### src/prefix_varint_decoder_unit_macros.svh
// ----------------------------------------------------------------------------
// prefix varint decoder assertion macros
// concurrent assertion wrappers, compiled out when ASSERT_OFF is set
// ----------------------------------------------------------------------------
`ifndef PREFIX_VARINT_DECODER_UNIT_MACROS_SVH
`define PREFIX_VARINT_DECODER_UNIT_MACROS_SVH

`ifndef ASSERT_OFF
// checked only out of reset
`define PVDU_ASSERT(label, clk, rst_n, prop, msg) \
    label: assert property (@(posedge clk) disable iff (!rst_n) prop) else $error(msg);
// checked on every edge, reset included
`define PVDU_ASSERT_ALWAYS(label, clk, prop, msg) \
    label: assert property (@(posedge clk) prop) else $error(msg);
`else
`define PVDU_ASSERT(label, clk, rst_n, prop, msg)
`define PVDU_ASSERT_ALWAYS(label, clk, prop, msg)
`endif

`endif

### src/pvdu_pkg.sv
// ----------------------------------------------------------------------------
// pvdu_pkg
// shared types, codes and fit helpers of the prefix varint decoder
// ----------------------------------------------------------------------------
package pvdu_pkg;

    localparam int MAX_VALUE_BYTES = 8;
    localparam logic [1:0] MAX_WIDTH_CODE = 2'($clog2(MAX_VALUE_BYTES));

    localparam int APB_ADDR_W = 3;
    localparam int APB_DATA_W = 32;

    localparam logic REG_TARGET_WIDTH  = 1'b0;
    localparam logic REG_TARGET_SIGNED = 1'b1;

    localparam logic [3:0] LONG_LEN_MAX_CODE = 4'd12;
    localparam logic [4:0] LONG_LEN_BASE     = 5'd4;

    typedef enum logic [1:0] {
        ERR_OK       = 2'd0,
        ERR_OVERFLOW = 2'd1,
        ERR_RESERVED = 2'd2
    } t_err;

    typedef struct packed {
        logic [1:0] width_code;
        logic       is_signed;
    } t_cfg;

    function automatic logic [1:0] eff_width_code(input logic [1:0] code);
        return (code > MAX_WIDTH_CODE) ? MAX_WIDTH_CODE : code;
    endfunction

    function automatic logic [63:0] width_mask(input logic [1:0] code);
        logic [63:0] m;
        case (code)
            2'd0:    m = 64'h0000_0000_0000_00FF;
            2'd1:    m = 64'h0000_0000_0000_FFFF;
            2'd2:    m = 64'h0000_0000_FFFF_FFFF;
            default: m = 64'hFFFF_FFFF_FFFF_FFFF;
        endcase
        return m;
    endfunction

    // value fits the target range
    function automatic logic fits_target(input logic [63:0] acc,
                                         input logic [1:0]  code,
                                         input logic        sgn);
        logic ok;
        case (code)
            2'd0:    ok = sgn ? ((&acc[63:7]) | ~(|acc[63:7])) : ~(|acc[63:8]);
            2'd1:    ok = sgn ? ((&acc[63:15]) | ~(|acc[63:15])) : ~(|acc[63:16]);
            2'd2:    ok = sgn ? ((&acc[63:31]) | ~(|acc[63:31])) : ~(|acc[63:32]);
            default: ok = 1'b1;
        endcase
        return ok;
    endfunction

endpackage

### src/pvdu_cfg.sv
// ----------------------------------------------------------------------------
// pvdu_cfg
// apb register block holding the target width and signedness
// ----------------------------------------------------------------------------
module pvdu_cfg
    import pvdu_pkg::*;
(
    input  logic                  i_clk,
    input  logic                  i_rst_n,
    input  logic                  psel,
    input  logic                  penable,
    input  logic                  pwrite,
    input  logic [APB_ADDR_W-1:0] paddr,
    input  logic [APB_DATA_W-1:0] pwdata,
    output logic [APB_DATA_W-1:0] prdata,
    output logic                  pready,
    output t_cfg                  o_cfg
);

    logic [1:0] r_width_code;
    logic       r_is_signed;
    logic       w_wr;
    logic       w_index;

    assign pready  = 1'b1;
    assign w_wr    = psel & penable & pwrite & pready;
    assign w_index = paddr[2];

    always_ff @(posedge i_clk) begin
        if (!i_rst_n) begin
            r_width_code <= 2'd2;
            r_is_signed  <= 1'b1;
        end else if (w_wr) begin
            unique case (w_index)
                REG_TARGET_WIDTH:  r_width_code <= pwdata[1:0];
                REG_TARGET_SIGNED: r_is_signed  <= pwdata[0];
                default: ;
            endcase
        end
    end

    always_comb begin
        unique case (w_index)
            REG_TARGET_WIDTH:  prdata = {{(APB_DATA_W-2){1'b0}}, r_width_code};
            REG_TARGET_SIGNED: prdata = {{(APB_DATA_W-1){1'b0}}, r_is_signed};
            default:           prdata = '0;
        endcase
    end

    assign o_cfg.width_code = r_width_code;
    assign o_cfg.is_signed  = r_is_signed;

endmodule

### src/prefix_varint_decoder_unit.sv
// ----------------------------------------------------------------------------
// prefix_varint_decoder_unit
// decodes a byte stream of prefix-length integers into fitted target values
// ----------------------------------------------------------------------------
//  channel   dir  payload                                   request
//  s_axis    in   tdata byte_in, tuser encoded_signed       one encoded byte
//  m_axis    out  tdata value_bits, tuser error_code        one decoded value
//  apb       in   target_width_code @0, target_is_signed @4 register write
//
//  one byte per cycle unless the result stalls; decode is combinational
//  a value leaves after its last byte, or at once on an error
//  synchronous active-low reset; the next byte after reset is a lead byte
//  a stalled result holds the decode stage; the input register keeps one byte
// ----------------------------------------------------------------------------
`include "prefix_varint_decoder_unit_macros.svh"

module prefix_varint_decoder_unit
    import pvdu_pkg::*;
(
    input  logic                  i_clk,
    input  logic                  i_rst_n,
    input  logic                  i_s_axis_tvalid,
    output logic                  o_s_axis_tready,
    input  logic [7:0]            i_s_axis_tdata,  // [7:0] byte_in
    input  logic [0:0]            i_s_axis_tuser,  // [0] encoded_signed
    output logic                  o_m_axis_tvalid,
    input  logic                  i_m_axis_tready,
    output logic [63:0]           o_m_axis_tdata,  // [63:0] value_bits
    output logic [1:0]            o_m_axis_tuser,  // [1:0] error_code
    input  logic                  psel,
    input  logic                  penable,
    input  logic                  pwrite,
    input  logic [APB_ADDR_W-1:0] paddr,
    input  logic [APB_DATA_W-1:0] pwdata,
    output logic [APB_DATA_W-1:0] prdata,
    output logic                  pready
);

    t_cfg        w_cfg;
    logic [1:0]  w_code;

    logic        r_in_valid;
    logic [7:0]  r_in_byte;
    logic        r_in_es;

    logic [4:0]  r_rem;
    logic        r_long;
    logic        r_fit;
    logic [63:0] r_acc;
    logic [4:0]  n_rem;
    logic        n_long;
    logic        n_fit;
    logic [63:0] n_acc;

    logic        r_out_valid;
    logic [63:0] r_out_val;
    t_err        r_out_err;

    logic        w_adv;
    logic        w_emit;
    logic [63:0] w_val;
    t_err        w_err;
    logic        w_rsvd;
    logic        w_finish;
    logic        w_fit_now;
    logic        w_ok;
    logic [2:0]  w_form;
    logic [7:0]  w_dmask;
    logic        w_sbit;
    logic        w_sgn;
    logic [4:0]  w_tbytes;

    pvdu_cfg u_cfg (
        .i_clk   (i_clk),
        .i_rst_n (i_rst_n),
        .psel    (psel),
        .penable (penable),
        .pwrite  (pwrite),
        .paddr   (paddr),
        .pwdata  (pwdata),
        .prdata  (prdata),
        .pready  (pready),
        .o_cfg   (w_cfg)
    );

    assign w_code   = eff_width_code(w_cfg.width_code);
    assign w_tbytes = 5'd1 << w_code;

    assign w_adv           = r_in_valid & (~r_out_valid | i_m_axis_tready);
    assign o_s_axis_tready = ~r_in_valid | w_adv;

    assign w_rsvd = (r_rem == 5'd0) & (&r_in_byte[7:4])
                  & (r_in_byte[3:0] > LONG_LEN_MAX_CODE);

    // lead byte classification
    always_comb begin
        w_form  = 3'd0;
        w_dmask = 8'h00;
        w_sbit  = 1'b0;
        if (!r_in_byte[7]) begin
            w_form = 3'd1; w_dmask = 8'h7F; w_sbit = r_in_byte[6];
        end else if (!r_in_byte[6]) begin
            w_form = 3'd2; w_dmask = 8'h3F; w_sbit = r_in_byte[5];
        end else if (!r_in_byte[5]) begin
            w_form = 3'd3; w_dmask = 8'h1F; w_sbit = r_in_byte[4];
        end else if (!r_in_byte[4]) begin
            w_form = 3'd4; w_dmask = 8'h0F; w_sbit = r_in_byte[3];
        end
    end

    assign w_sgn = r_in_es & w_sbit;

    always_comb begin
        n_rem     = r_rem;
        n_long    = r_long;
        n_fit     = r_fit;
        n_acc     = r_acc;
        w_emit    = 1'b0;
        w_err     = ERR_OK;
        w_val     = 64'd0;
        w_finish  = 1'b0;
        w_fit_now = r_fit;
        if (r_rem == 5'd0) begin
            if (w_form == 3'd0) begin
                if (w_rsvd) begin
                    w_emit = 1'b1;
                    w_err  = ERR_RESERVED;
                end else begin
                    n_long = 1'b1;
                    n_rem  = {1'b0, r_in_byte[3:0]} + LONG_LEN_BASE;
                    n_acc  = 64'd0;
                    n_fit  = 1'b0;
                end
            end else begin
                n_acc = {56'd0, r_in_byte & w_dmask}
                      | (w_sgn ? ~{56'd0, w_dmask} : 64'd0);
                n_fit     = w_sgn & ~w_cfg.is_signed;
                n_long    = 1'b0;
                n_rem     = {2'd0, w_form} - 5'd1;
                w_fit_now = n_fit;
                w_finish  = (w_form == 3'd1);
            end
        end else if (r_long) begin
            if (r_rem > w_tbytes) begin
                if (r_in_byte != 8'd0) begin
                    w_emit = 1'b1;
                    w_err  = ERR_OVERFLOW;
                end else begin
                    n_rem = r_rem - 5'd1;
                end
            end else begin
                n_acc = {r_acc[55:0], r_in_byte};
                n_rem = r_rem - 5'd1;
                if (r_rem == 5'd1) begin
                    w_emit = 1'b1;
                    w_val  = n_acc & width_mask(w_code);
                end
            end
        end else begin
            n_acc    = {r_acc[55:0], r_in_byte};
            n_rem    = r_rem - 5'd1;
            w_finish = (r_rem == 5'd1);
        end

        w_ok = ~w_fit_now & fits_target(n_acc, w_code, w_cfg.is_signed);
        if (w_finish) begin
            w_emit = 1'b1;
            w_err  = w_ok ? ERR_OK : ERR_OVERFLOW;
            w_val  = w_ok ? (n_acc & width_mask(w_code)) : 64'd0;
        end
        if (w_emit) begin
            n_rem = 5'd0;
        end
    end

    always_ff @(posedge i_clk) begin
        if (!i_rst_n) begin
            r_in_valid <= 1'b0;
        end else if (o_s_axis_tready) begin
            r_in_valid <= i_s_axis_tvalid;
        end
    end

    always_ff @(posedge i_clk) begin
        if (o_s_axis_tready && i_s_axis_tvalid) begin
            r_in_byte <= i_s_axis_tdata;
            r_in_es   <= i_s_axis_tuser[0];
        end
    end

    always_ff @(posedge i_clk) begin
        if (!i_rst_n) begin
            r_rem  <= 5'd0;
            r_long <= 1'b0;
            r_fit  <= 1'b0;
        end else if (w_adv) begin
            r_rem  <= n_rem;
            r_long <= n_long;
            r_fit  <= n_fit;
        end
    end

    always_ff @(posedge i_clk) begin
        if (w_adv) begin
            r_acc <= n_acc;
        end
    end

    always_ff @(posedge i_clk) begin
        if (!i_rst_n) begin
            r_out_valid <= 1'b0;
        end else if (w_adv && w_emit) begin
            r_out_valid <= 1'b1;
        end else if (i_m_axis_tready) begin
            r_out_valid <= 1'b0;
        end
    end

    always_ff @(posedge i_clk) begin
        if (w_adv && w_emit) begin
            r_out_val <= w_val;
            r_out_err <= w_err;
        end
    end

    assign o_m_axis_tvalid = r_out_valid;
    assign o_m_axis_tdata  = r_out_val;
    assign o_m_axis_tuser  = r_out_err;

    `PVDU_ASSERT_ALWAYS(a_reset_clears_out, i_clk, !i_rst_n |=> !o_m_axis_tvalid,
        "result valid right after reset")
    `PVDU_ASSERT(a_in_loaded, i_clk, i_rst_n,
        (i_s_axis_tvalid && o_s_axis_tready) |=> r_in_valid,
        "accepted byte not held in input register")
    `PVDU_ASSERT(a_emit_shows, i_clk, i_rst_n,
        (w_adv && w_emit) |=> (o_m_axis_tvalid && r_rem == 5'd0),
        "emitted result not presented or item not closed")
    `PVDU_ASSERT(a_reserved_err, i_clk, i_rst_n,
        (w_adv && w_rsvd) |=> (o_m_axis_tuser == ERR_RESERVED && o_m_axis_tdata == 64'd0),
        "reserved length lead did not give a reserved error")

endmodule
### config.mk
export PLATFORM = sky130hd
export DESIGN_NAME = prefix_varint_decoder_unit
export DESIGN_NICKNAME = d
export VERILOG_FILES = /design/src/pvdu_pkg.sv /design/src/pvdu_cfg.sv /design/src/prefix_varint_decoder_unit.sv
export VERILOG_INCLUDE_DIRS = /design/src /design/src/src
export SDC_FILE = /design/constraint.sdc
export NUM_CORES = 1
export LEC_CHECK = 0
export BUFFER_PORTS_ARGS = -buffer_cell sky130_fd_sc_hd__buf_2
export CAP_MARGIN = 30
export CORE_UTILIZATION = 45
export DETAILED_ROUTE_END_ITERATION = 10
export GPL_TIMING_DRIVEN = 0
export PLACE_DENSITY = 0.72
export SYNTH_ARGS = -nofsm -noshare
export SYNTH_HDL_FRONTEND = slang
export SYNTH_HIERARCHICAL = 1
export SYNTH_SLANG_ARGS = --single-unit
### constraint.sdc
create_clock -name i_clk -period 7.4 [get_ports i_clk]
set_input_delay 1.48 -clock i_clk [delete_from_list [all_inputs] [get_ports i_clk]]
set_output_delay 1.48 -clock i_clk [all_outputs]
set_load 0.02 [all_outputs]
---- Yosys cells after proc, flatten, opt, wreduce, memory -nomap -nowiden ----
Cells that the tools add are included.
word-level totals
  register bits ........................... 151
  bits of input ports ..................... 51
  output and inout port bits .............. 101
  logic and storage cells ................. 146
cells by class
  add/subtract/negate cells ............... 3
  order comparisons ....................... 3
  eq/ne operators ......................... 7
  shift-type cells ........................ 1
  muxes and demuxes ....................... 70
  bitwise logic cells ..................... 29
  reductions and logical operators ........ 21
operators with widths
  cell                count
  $mux W64            17
  $pmux W64 S3        1
  $and A64 B64 Y64    2
  $not A8 Y64         1
  $or A8 B64 Y64      1
  $pmux W32 S2        1
  $reduce_and A57 Y1  1
  $reduce_or A57 Y1   1
  $reduce_or A56 Y1   1
  $reduce_and A49 Y1  1
  $reduce_or A49 Y1   1
  $reduce_or A48 Y1   1
  $mux W5             8
  $reduce_and A33 Y1  1
  $reduce_or A33 Y1   1
  $reduce_or A32 Y1   1
  $mux W1             30
  $mux W3             4
  $not A1 Y1          11
  $mux W2             5
  $and A1 B1 Y1       8
  $and A8 B8 Y8       1
  $reduce_bool A8 Y1  1
  $mux W7             1
  other kinds (26)    33

---- Longest topological paths before layout ----
Gate-level depths: netlist of the first run.
  depth after elaboration ................. 17
  depth in mapped cells ................... 19
  gate-level depth less buffers ........... 16

---- Modules after synthesis ----
Netlist of the first run, hierarchy kept.
by module, submodules not included
  module                      instances  cells an instance  area an instance (µm²)  sequential area each (µm²)
  prefix_varint_decoder_unit  1          742                7,719.9                 4,354.2
  pvdu_cfg                    1          50                 410.4                   60.1

---- Worst setup path before layout of the first run ----
No wires, ideal clock.
  kind .................................... register -> register
  from .................................... register u_cfg.r_width_code[1]
  to ...................................... register r_rem[1]
  library setup time ...................... 129 ps
  data arrival time ....................... 6,498 ps
  required time ........................... 7,271 ps
  setup slack ............................. 773 ps
  stages on the path, launching flop included .. 15
  buffers on the path ..................... 4
  clock period less this slack ............ 6,627 ps
  cells stage by stage .................... dfxtp_1 clkbuf_1 clkbuf_1 nand2_1 ha_1 a21oi_1 o221a_2 buf_2 a21oi_1 nor4_1 clkbuf_1 nor2_1 a31oi_1 nand2b_1 nor2_1
between the ends
  longest elaborated chain between the ends .. 10
  elaborated cells between the ends (all ways) .. 15
  classes of those cells .................. 2 x order compare; 2 x eq/ne; 1 x shift; 9 x mux; 1 x reduce/logical
RTL lines
  item                                                           line                               RTL
  from (decl)                                                    pvdu_cfg.sv:20                     logic [1:0] r_width_code;
  from (signal assigned)                                         pvdu_cfg.sv:35                     REG_TARGET_WIDTH: r_width_code <= pwdata[1:0];
  $gt A2 B2 Y1                                                   pvdu_pkg.sv:31                     return (code > MAX_WIDTH_CODE) ? MAX_WIDTH_CODE : code;
  $mux W2 (*)                                                    pvdu_pkg.sv:31
  $shl A1 B2 Y5 (*)                                              prefix_varint_decoder_unit.sv:87   assign w_tbytes = 5'd1 << w_code;
  $gt A5 B5 Y1 (*)                                               prefix_varint_decoder_unit.sv:144  if (r_rem > w_tbytes) begin
  $mux W1                                                        prefix_varint_decoder_unit.sv:144
  $mux W1                                                        prefix_varint_decoder_unit.sv:143  end else if (r_long) begin
  $mux W1                                                        prefix_varint_decoder_unit.sv:123  if (r_rem == 5'd0) begin
  $mux W1                                                        prefix_varint_decoder_unit.sv:166  if (w_finish) begin
  $ne A5 B5 Y1 (no line) / $ne A4 B4 Y1 (equally long branches)  n/a
  $reduce_and A3 Y1 (no line)                                    n/a
  to (signal assigned)                                           prefix_varint_decoder_unit.sv:197  r_rem <= n_rem;
  to (decl)                                                      prefix_varint_decoder_unit.sv:46   logic [4:0] r_rem;
Every way passes the cells marked *; elsewhere a longest branch is shown, timed or not.
A chain may end at the register's enable or synchronous reset.

---- Worst setup path after layout of the first run ----
  from .................................... register u_cfg.r_width_code[1]
  to ...................................... register r_out_val[29], in the netlist o_m_axis_tdata[29], data pin
between the ends
  longest elaborated chain between the ends .. 15
  elaborated cells between the ends (all ways) .. 47
  classes of those cells .................. 2 x order compare; 2 x eq/ne; 1 x shift; 20 x mux; 12 x bitwise; 10 x reduce/logical
RTL lines
  item                                       line                                            RTL
  $gt A2 B2 Y1                               pvdu_pkg.sv:31
  $mux W2 (*)                                pvdu_pkg.sv:31
  $shl A1 B2 Y5                              prefix_varint_decoder_unit.sv:87
  $gt A5 B5 Y1                               prefix_varint_decoder_unit.sv:144
  $mux W64                                   prefix_varint_decoder_unit.sv:144
  $mux W64                                   prefix_varint_decoder_unit.sv:143
  $mux W64                                   prefix_varint_decoder_unit.sv:123
  $reduce_or A57 Y1 (tied with other cells)  pvdu_pkg.sv:51                                  2'd0: ok = sgn ? ((&acc[63:7]) | ~(|acc[63:7])) : ~(|acc[63:8]);
  $not A1 Y1 (on tied branches)              pvdu_pkg.sv:51, pvdu_pkg.sv:52, pvdu_pkg.sv:53
  $or A1 B1 Y1 (on tied branches)            pvdu_pkg.sv:51, pvdu_pkg.sv:52, pvdu_pkg.sv:53
  $mux W1 (on tied branches)                 pvdu_pkg.sv:51, pvdu_pkg.sv:52, pvdu_pkg.sv:53
  $pmux W1 S3                                pvdu_pkg.sv:50                                  case (code)
  $and A1 B1 Y1                              prefix_varint_decoder_unit.sv:165               w_ok = ~w_fit_now & fits_target(n_acc, w_code, w_cfg.is_signed);
  $mux W64                                   prefix_varint_decoder_unit.sv:169               w_val = w_ok ? (n_acc & width_mask(w_code)) : 64'd0;
  $mux W64 (*)                               prefix_varint_decoder_unit.sv:166
  via w_val[29]                              prefix_varint_decoder_unit.sv:61                logic [63:0] w_val;
  to (signal assigned)                       prefix_varint_decoder_unit.sv:221               r_out_val <= w_val;
  to (decl)                                  prefix_varint_decoder_unit.sv:56                logic [63:0] r_out_val;
The timed path passes the listed nets; every way through them passes the cells marked *. The select of a mux whose other input is x is not followed.

==> flow_summary.json, run 1 <==
{
  "power_density_nw_per_um2": 262.7,
  "power.share.combinational_pct": 23.1,
  "layout_commonest_cell": "edfxtp_1",
  "firstDrtPassIters": 5,
  "synth_top_cell_area_share_pct": 51.34,
  "p_leak_uw": 0.003741,
  "worst_slew_pin_slew_ps": 1079,
  "cp_top_family": "compound AO/OA/AOI/OAI gates",
  "antenna_found_initial": 0,
  "final_area_um2": 9609,
  "hpwlAfterDp_um": 15810,
  "hold_buffers": 0,
  "grt_pass1_wl_um": 35610,
  "syn_area_um2": 8130,
  "drc": 0,
  "rows": 48,
  "wl_per_cell_um": 19.66,
  "fill_cells": 1535,
  "max_slew_margin_pct": 28.10,
  "die_w_um": 136.4,
  "synth-edff-count": 139,
  "drt-initial-drc-count": 905,
  "swShare_pct": 32.48,
  "p_sw_uw": 819.9,
  "cp.required_ps": 7690,
  "drv_slew": 0,
  "netlist_instances": 792,
  "ys_seq_area_share_pct": 54.29,
  "clock_skew_ps": 10.19,
  "cts_tree": "done",
  "p_clk_share_pct": 33.4,
  "placedCellCount": 1138,
  "ys_warn_count": 6,
  "outcome": "finished clean",
  "drtAntennaViolNets": 0,
  "vias": 7153,
  "cp_slowest_cell": "a221oi_1",
  "gp_congestion": 0.9189,
  "clk_pin_slew_ps": 60,
  "setup_viol": 0,
  "min-delay-path-class": "flip-flop to flip-flop",
  "cp-start-kind": "flip-flop",
  "crit_top_cell": "clkbuf_1",
  "syn2layout_area_growth_pct": 18.19,
  "fin_hold_ws_ps": 533.3,
  "cts_root_buf": "clkbuf_16",
  "p_int_uw": 1704,
  "syn_avg_cell_area_um2": 10.27,
  "seq_power_share_pct": 43.6,
  "grt_max_degree": 43,
  "gr-usage-all-layers_pct": 25.56,
  "portBuffers": 88,
  "die_area_um2": 18610,
  "worstSkewPairLatency_ps": 430,
  "postCtsSetupRepairBufs": 0,
  "post-route-min-period_ps": 6620,
  "ys_seq_elements": 151,
  "post_drt_via_cell_ratio": 6.114,
  "setup_slack_ps": 780.3,
  "worstPathMaxFanout": 10,
  "start_util_pct": 46.52,
  "fmax_ghz": 0.1511,
  "cts_sinks": 151,
  "fin_crit_sh_pct": 89.46,
  "arrival_ps": 6910,
  "ir_drop_v": 0.0001744,
  "synthTopCellsByArea": "edfxtp_1 (51%), nand2_1 (4.7%), a22o_1 (3.6%)",
  "path_cells": "clkbuf_1, clkbuf_1, nand2_1, ha_1, nand3_1, o221ai_2, a21oi_1, clkbuf_1, a221oi_1, nand4_1, or4_1, o31ai_1, a222oi_1, nor3_4, buf_6, a32o_1",
  "die_h_um": 136.4,
  "ys_async_sr_fraction_pct": 0,
  "final_nets": 992,
  "finalHoldViolations": 0,
  "clk_path_buf_depth": 2,
  "cts_htree_levels": 4,
  "crit_path_end_kind": "flip-flop",
  "finalNonFillerCells": 1170,
  "placed_area_um2": 9042,
  "final_cell_mix": "edfxtp_1 (139), nand2_1 (102), buf_2 (99), nor2_1 (70), a21oi_1 (51)",
  "rsz0062_at_grt": "no",
  "drive_gt1_share_pct": 20.32,
  "overflow": 0,
  "max-cap-violations": 0,
  "synth.distinct_cells": 74,
  "synth_flop_cell": "edfxtp_1",
  "critical_path_class": "flip-flop to flip-flop",
  "cts_resized": 0,
  "cp_num_buf_inv": 4,
  "core_um2": 17480,
  "totalWireLength_um": 23000,
  "cts_made_buffers": 17,
  "pre_cts_slack_ps": 1198,
  "diodes": 0,
  "grt_pass1_vias": 6565,
  "cp_slowest_stage_delay_ps": 690,
  "ios": 152,
  "total_power_uw": 2524,
  "synth_top_area_cell": "edfxtp_1"
}
==> per-stage QoR <==
step | utilization [%] | TNS (ps)
floorplan | - | 0
global placement | 51.27 | -128550
detailed placement | 51.74 | 0
CTS | 54.98 | 0
global route | 54.98 | 0
finish | 54.98 | 0
==> power by group through the flow <==
stage / logic (µW) / clock network (µW) / registers [µW]
finish: 582 / 843 / 1100
floorplan: 402 / 0 / 1100
global placement: 549 / 0 / 1120
detailed placement: 562 / 0 / 1110
CTS: 567 / 851 / 1100
global route: 631 / 889 / 1100
==> worst min-delay path: stages, from the launching register on <==
cell	delay, ps
dfxtp_1	340
a21oi_1	70
nor2b_1	90
==> registers in the layout, indices dropped and copies added, names as in the netlist, 2 cells and up <==
register and flops:
o_m_axis_tdata 64, r_acc 64, r_in_byte 8, r_rem 5
o_m_axis_tuser 2, u_cfg/r_width_code 2
==> path summary, 6_finish.rpt <==
kind / cells after the start / to / startpoint / slack (ps)
hold reg to reg: 2 / r_in_valid$_SDFFE_PN0N_ / r_in_valid$_SDFFE_PN0N_ / 530
setup / recovery: 16 / o_m_axis_tdata[29]$_DFFE_PP_ / u_cfg/r_width_code[1]$_SDFFE_PN1P_ / 780
hold / removal: 2 / r_in_valid$_SDFFE_PN0N_ / r_in_valid$_SDFFE_PN0N_ / 530
setup reg to reg: 16 / o_m_axis_tdata[29]$_DFFE_PP_ / u_cfg/r_width_code[1]$_SDFFE_PN1P_ / 780
==> synthesized netlist by cell type (all sizes together), types with 5 or more instances <==
cell type  instances
o221ai             5
a31oi              7
o21ai             52
a32o              11
nor2              71
ha                 9
dfxtp             12
nand2            102
o211ai             8
a221oi             8
nand4             16
nor2b             10
inv               32
clkbuf            24
a22o              33
nand3             40
and4b              5
a21oi             54
nor4              13
nor3              19
buf               50
edfxtp           139
==> layer usage <==
metal | GRT usage, % | share of wire (%) | vias to the layer above
met5 | 0 | 0 | -
met4 | 10.86 | 2.8 | 0
met3 | 6.376 | 10 | 57
met2 | 38.13 | 45 | 446
met1 | 35.23 | 42 | 3425
li1 | - | - | 3225
==> cell families after synthesis <==
logic type	Yosys count	synth area share, %
simple gates	303	18.11
flops	151	54.29
compound gates	216	18.71
other cells	2	0.09237
buf+inv	107	6.894
fa+ha+maj	9	1.385
mux	4	0.5079
==> cell type report <==
class                      instances  area [µm²]  share of cell area [%]
buffer                            74       436.7                   4.544
clock buffer                      20       436.7                   4.544
clock inverter                    12       130.1                   1.354
inverter                          33       125.1                   1.302
multi-input combinational        563        3279                   34.13
sequential                       151        4414                   45.94
tap                              225       281.5                   2.930
timing repair buffer              92       505.5                   5.260
(Power assumes the default switching activity.)
==> run 2, diff against run 1 <==
--- a/config.mk
+++ b/config.mk
@@ -8,10 +8,11 @@
 export LEC_CHECK = 0
 export BUFFER_PORTS_ARGS = -buffer_cell sky130_fd_sc_hd__buf_2
 export CAP_MARGIN = 30
-export CORE_UTILIZATION = 45
+export CORE_UTILIZATION = 56
 export DETAILED_ROUTE_END_ITERATION = 10
 export GPL_TIMING_DRIVEN = 0
-export PLACE_DENSITY = 0.72
+export PLACE_DENSITY = 0.85
+export RECOVER_POWER = 25
 export SYNTH_ARGS = -nofsm -noshare
 export SYNTH_HDL_FRONTEND = slang
 export SYNTH_HIERARCHICAL = 1
==> constraint.sdc (replaced) <==
create_clock -name i_clk -period 6.5 [get_ports i_clk]
set_input_delay 1.3 -clock i_clk [delete_from_list [all_inputs] [get_ports i_clk]]
set_output_delay 1.3 -clock i_clk [all_outputs]
set_load 0.02 [all_outputs]
==> run 2 against run 1 <==
Via count stayed put. Cell area fell by 0.23%. Clock power grew 32%. Maximum frequency up 6.7%. Cell count decreased by 3.7%. Wire length is 1.7% lower. Sequential share of layout area up 0.11 points. Die area fell by 19%. Sequential power is 14% higher. Critical path type unchanged. Non-clock buffer count rose by 2.
==> flow_summary.json, run 2 (same netlist as run 1, synthesis figures left out) <==
{
  "startpoint": "u_cfg/r_width_code[1]$_SDFFE_PN1P_",
  "fin_crit_sh_pct": 95.46,
  "cp.required_ps": 6790,
  "finalHoldViolations": 0,
  "clk_path_buf_depth": 2,
  "cp_slowest_stage_delay_ps": 740,
  "p_leak_uw": 0.003570,
  "rr_worst_depth": 17,
  "die_w_um": 122.5,
  "min-delay-path-class": "flip-flop to flip-flop",
  "diodes": 0,
  "worstPathMaxFanout": 10,
  "outcome": "finished clean",
  "drive_gt1_share_pct": 13.31,
  "hpwlAfterDp_um": 15400,
  "portBuffers": 88,
  "vias": 7153,
  "worst_r2r_endpoint": "o_m_axis_tdata[5]$_DFFE_PP_",
  "totalWireLength_um": 22610,
  "arrival_ps": 6490,
  "layout_commonest_cell": "edfxtp_1",
  "cts_htree_levels": 4,
  "clock_skew_ps": 8.325,
  "die_h_um": 122.5,
  "cp_slowest_cell": "a221oi_1",
  "gp_congestion": 0.9534,
  "total_power_uw": 3020,
  "hold_buffers": 0,
  "syn2layout_area_growth_pct": 17.91,
  "power_density_nw_per_um2": 315.1,
  "grt_pass1_wl_um": 35080,
  "fin_hold_ws_ps": 542.9,
  "rows": 43,
  "max_slew_margin_pct": 38.92,
  "busiest_layer": "met2",
  "ir_drop_v": 0.0002129,
  "firstDrtPassIters": 6,
  "use_met1_pct": 41.55,
  "final_nets": 994,
  "min_from": "u_cfg/r_is_signed$_SDFFE_PN1P_",
  "die_area_um2": 15000,
  "overflow": 0,
  "rsz0062_at_grt": "no",
  "worst-r2r-setup-slack_ps": 300,
  "ios": 152,
  "start_util_pct": 57.90,
  "worst-path-stages": 17,
  "drc": 0,
  "post-route-min-period_ps": 6205,
  "wl_per_cell_um": 20.06,
  "drtAntennaViolNets": 0,
  "cp_top_family": "compound AO/OA/AOI/OAI gates",
  "fmax_ghz": 0.1612,
  "final_cell_mix": "edfxtp_1 (139), nand2_1 (102), clkbuf_1 (93), nor2_1 (70), a21oi_1 (51)",
  "setup_viol": 0,
  "core_um2": 14040,
  "grt_max_degree": 46,
  "critical_path_class": "flip-flop to flip-flop",
  "drt-initial-drc-count": 1086,
  "worstSkewPairLatency_ps": 430,
  "antenna_found_initial": 0,
  "gr-usage-all-layers_pct": 31.47,
  "cts_root_buf": "clkbuf_16",
  "r2r-start": "u_cfg/r_width_code[1]$_SDFFE_PN1P_",
  "met3_usage_pct": 9.340,
  "grt_pass1_vias": 6615,
  "cts_tree": "done",
  "cp-endpoint": "o_m_axis_tdata[5]$_DFFE_PP_",
  "cp_num_buf_inv": 5,
  "drv_slew": 0,
  "cts_sinks": 151,
  "path_cells": "clkbuf_1, buf_1, nand2_1, ha_1, nand3_1, o221ai_2, a21oi_1, clkbuf_1, a221oi_1, nand2_1, or4_1, o31ai_1, a222oi_1, buf_4, nor3_4, buf_6, a22o_1",
  "fin_tns_setup_ps": 0,
  "crit_path_end_kind": "flip-flop",
  "worst_slew_pin_slew_ps": 916.2,
  "cp-start-kind": "flip-flop",
  "clk_pin_slew_ps": 60,
  "max-cap-violations": 0,
  "fill_cells": 1105,
  "gr-usage-met2_pct": 48.10,
  "cts_made_buffers": 17,
  "post_drt_via_cell_ratio": 6.347
}
run 2: changes by cell type in the layout (fill, tap and decap cells not counted), sizes merged:
cell      before  now
clkinv         6    7
bufinv         2    6
clkbuf        44  110
clkinvlp       5    1
buf          142   77
run 2: tightest hold or removal path, cell delays in order (launching register included):
cell	delay, ps
dfxtp_1	320
nor2b_1	100
mux2i_1	70
run 2: where the power goes:
part,internal [µW],switching (µW),leakage (µW)
Sequential,1170,86.2,0.00148
Clock,718,391,0.000319
Combinational,208,450,0.00178
Total,2090,928,0.00357
run 2: area by class of cell:
class	instances	area [µm²]	area share, %
plain buffers	74	436.7	4.555
clock buffers	19	432.9	4.516
clock inverters	13	227.7	2.375
inverters	33	125.1	1.305
multi-input cells	563	3282	34.23
flip-flops and latches	151	4414	46.05
well taps	180	225.2	2.349
repair buffers	94	442.9	4.620
run 2: metal layers:
metal / routed length (µm) / part of all wire, % / vias up
li1: - / - / 3221
met1: 8818 / 39 / 3346
met2: 10350 / 46 / 516
met3: 2668 / 12 / 70
met4: 769 / 3.4 / 0
met5: 0 / 0 / -
run 2: worst min-delay path by stage:
stage / cells after the start / slack (ps) / to
2_1_floorplan: 2 / 470 / r_fit$_SDFFE_PN0P_
3_3_place_gp: 2 / 500 / r_fit$_SDFFE_PN0P_
3_5_place_dp: 2 / 530 / r_fit$_SDFFE_PN0P_
4_1_cts: 2 / 540 / r_fit$_SDFFE_PN0P_
5_1_grt: 2 / 560 / r_fit$_SDFFE_PN0P_
6_report: 2 / 540 / u_cfg/r_is_signed$_SDFFE_PN1P_
run 2: per-stage QoR:
step	util, %	instances	setup slack, ps	area (µm²)
after global placement	63.46	1089	-671.1	8911
after detailed placement	64.05	1093	332.8	8994
after global routing	68.27	1127	2.975	9587
after floorplan	-	821	1273	8245
after CTS	68.75	1125	255.4	9654
final	68.27	1127	295.4	9587
run 2: what timing repair did:
action | 4_1_cts | 5_1_grt
setup buffers | 0 | 2
resized for setup | 0 | 2
setup endpoints to repair | 0 | 30
==> run 3, diff against run 2 <==
--- a/config.mk
+++ b/config.mk
@@ -8,10 +8,10 @@
 export LEC_CHECK = 0
 export BUFFER_PORTS_ARGS = -buffer_cell sky130_fd_sc_hd__buf_2
 export CAP_MARGIN = 30
-export CORE_UTILIZATION = 56
+export CORE_UTILIZATION = 48
 export DETAILED_ROUTE_END_ITERATION = 10
 export GPL_TIMING_DRIVEN = 0
-export PLACE_DENSITY = 0.85
+export PLACE_DENSITY = 0.76
 export RECOVER_POWER = 25
 export SYNTH_ARGS = -nofsm -noshare
 export SYNTH_HDL_FRONTEND = slang
==> run 3 against run 2 <==
First-iteration DRC count is 15% lower. Register-to-register slack improved by 70 ps. Clock power decreased by 16%. Largest cell class unchanged.
==> flow_summary.json, run 3 (same netlist as run 1, synthesis figures left out) <==
{
  "outcome": "finished clean",
  "min-delay-path-class": "flip-flop to flip-flop",
  "diodes": 0,
  "grt_pass1_wl_um": 35480,
  "clock_skew_ps": 10.56,
  "fin_crit_sh_pct": 94.30,
  "placedCellCount": 1133,
  "max_slew_margin_pct": 34.32,
  "final_nets": 994,
  "seq_area_um2": 4414,
  "portBuffers": 88,
  "p_clk_share_pct": 32.8,
  "cts_htree_levels": 4,
  "clk_pin_slew_ps": 70,
  "post-route-min-period_ps": 6130,
  "startpoint": "u_cfg/r_width_code[1]$_SDFFE_PN1P_",
  "worst-r2r-setup-slack_ps": 370,
  "power_density_nw_per_um2": 299.0,
  "worst_r2r_endpoint": "o_m_axis_tdata[11]$_DFFE_PP_",
  "wl_per_cell_um": 19.46,
  "vias": 6987,
  "cp_slowest_stage_delay_ps": 540,
  "overflow": 0,
  "clk_path_buf_depth": 2,
  "worstSkewPairLatency_ps": 440,
  "critical_path_class": "flip-flop to flip-flop",
  "fill_cells": 1523,
  "ir_drop_v": 0.0002030,
  "drtAntennaViolNets": 0,
  "hpwlAfterDp_um": 15630,
  "fin_hold_ws_ps": 539.1,
  "cts_sinks": 151,
  "worstPathMaxFanout": 10,
  "worst_slew_pin_slew_ps": 985.2,
  "die_h_um": 132.1,
  "post_drt_via_cell_ratio": 5.987,
  "antenna_found_initial": 0,
  "total_power_uw": 2853,
  "drc": 0,
  "p_sw_uw": 949.2,
  "path_cells": "clkbuf_1, clkbuf_1, nand2_1, ha_1, nand3_1, o221a_2, buf_2, o21ai_2, buf_2, nor2_1, a211oi_1, nor4_1, nand3_1, nor4_1, a222oi_1, buf_4, clkbuf_1, o21ai_0",
  "gp_congestion": 0.9605,
  "power.share.combinational_pct": 23.3,
  "core_um2": 16580,
  "final_cell_mix": "edfxtp_1 (139), nand2_1 (102), clkbuf_1 (92), nor2_1 (70), a21oi_1 (51)",
  "arrival_ps": 6280,
  "layout_commonest_cell": "edfxtp_1",
  "grt_pass1_vias": 6351,
  "finalNonFillerCells": 1167,
  "crit_top_cell": "clkbuf_1",
  "start_util_pct": 49.03,
  "crit_path_end_kind": "flip-flop",
  "swShare_pct": 33.27,
  "grt_max_degree": 46,
  "die_area_um2": 17460,
  "cts_root_buf": "clkbuf_16",
  "cp-start-kind": "flip-flop",
  "cp.required_ps": 6650,
  "r2r-start": "u_cfg/r_width_code[1]$_SDFFE_PN1P_",
  "ios": 152,
  "max-cap-violations": 0,
  "cp-endpoint": "o_m_axis_tdata[11]$_DFFE_PP_",
  "totalWireLength_um": 22710,
  "rows": 47,
  "setup_viol": 0,
  "cp_slowest_cell": "dfxtp_1",
  "cts_made_buffers": 17,
  "min_from": "r_fit$_SDFFE_PN0P_",
  "cts_tree": "done",
  "finalHoldViolations": 0,
  "firstDrtPassIters": 5,
  "rr_worst_depth": 18,
  "p_int_uw": 1903,
  "drv_slew": 0,
  "seq_power_share_pct": 43.9,
  "rsz0062_at_grt": "no",
  "p_leak_uw": 0.003516,
  "drive_gt1_share_pct": 13.52,
  "fmax_ghz": 0.1631,
  "multi_input_area_um2": 3294,
  "drt-initial-drc-count": 928,
  "gr-usage-all-layers_pct": 26.55,
  "syn2layout_area_growth_pct": 17.33,
  "die_w_um": 132.1
}
==> run 3: layer usage <==
layer	wire length, µm	GRT usage [%]
met1	9660	37.72
met2	10300	39.27
met3	2161	5.421
met4	586	11.95
met5	0	0
==> run 3: worst max-delay path, delay by kind of cell (launching register included) <==
kind | cells | cell delay (ps)
compound gates | 5 | 1840
fa+ha+maj | 1 | 370
buf+inv | 6 | 2200
flops | 1 | 540
simple gates | 6 | 870
==> run 3: worst min path at each step <==
stage / endpoint / slack (ps) / cells past startpoint
final: r_fit$_SDFFE_PN0P_ / 540 / 2
after floorplan: r_fit$_SDFFE_PN0P_ / 470 / 2
after global placement: r_fit$_SDFFE_PN0P_ / 490 / 2
after global routing: r_in_valid$_SDFFE_PN0N_ / 570 / 2
after detailed placement: r_fit$_SDFFE_PN0P_ / 520 / 2
after CTS: r_fit$_SDFFE_PN0P_ / 530 / 2
==> run 3: final cells by class <==
class,count,area share (%)
Sequential cell,151,46.27
Multi-Input combinational cell,563,34.54
Buffer,74,4.591
Timing Repair Buffer,94,4.565
Clock buffer,18,4.499
Tap cell,220,2.886
Clock inverter,14,1.338
Inverter,33,1.312
==> run 3: power by group through the flow <==
stage                     Clock, µW  Sequential [µW]  Combinational (µW)
after floorplan                   0             1250                 457
after global placement            0             1270                 625
after detailed placement          0             1270                 643
after CTS                       941             1250                 648
after global routing            988             1260                 716
final                           936             1250                 664
==> run 3: repair_timing <==
item                                    4_1_cts  5_1_grt
hold buffers                                  0        0
gates resized for setup                       0        5
endpoints found under the setup margin        0       30
buffers inserted                              0        2
==> run 3: metrics by stage <==
step                setup WS (ps)  TNS, ps  cell area (µm²)  utilization, %
finish                      370.3        0             9539           57.52
global route                108.1        0             9539           57.52
CTS                         244.8        0             9593           57.85
detailed placement          269.3        0             9036           54.49
global placement           -774.0   -46480             8961           54.04
floorplan                    1273        0             8245               -
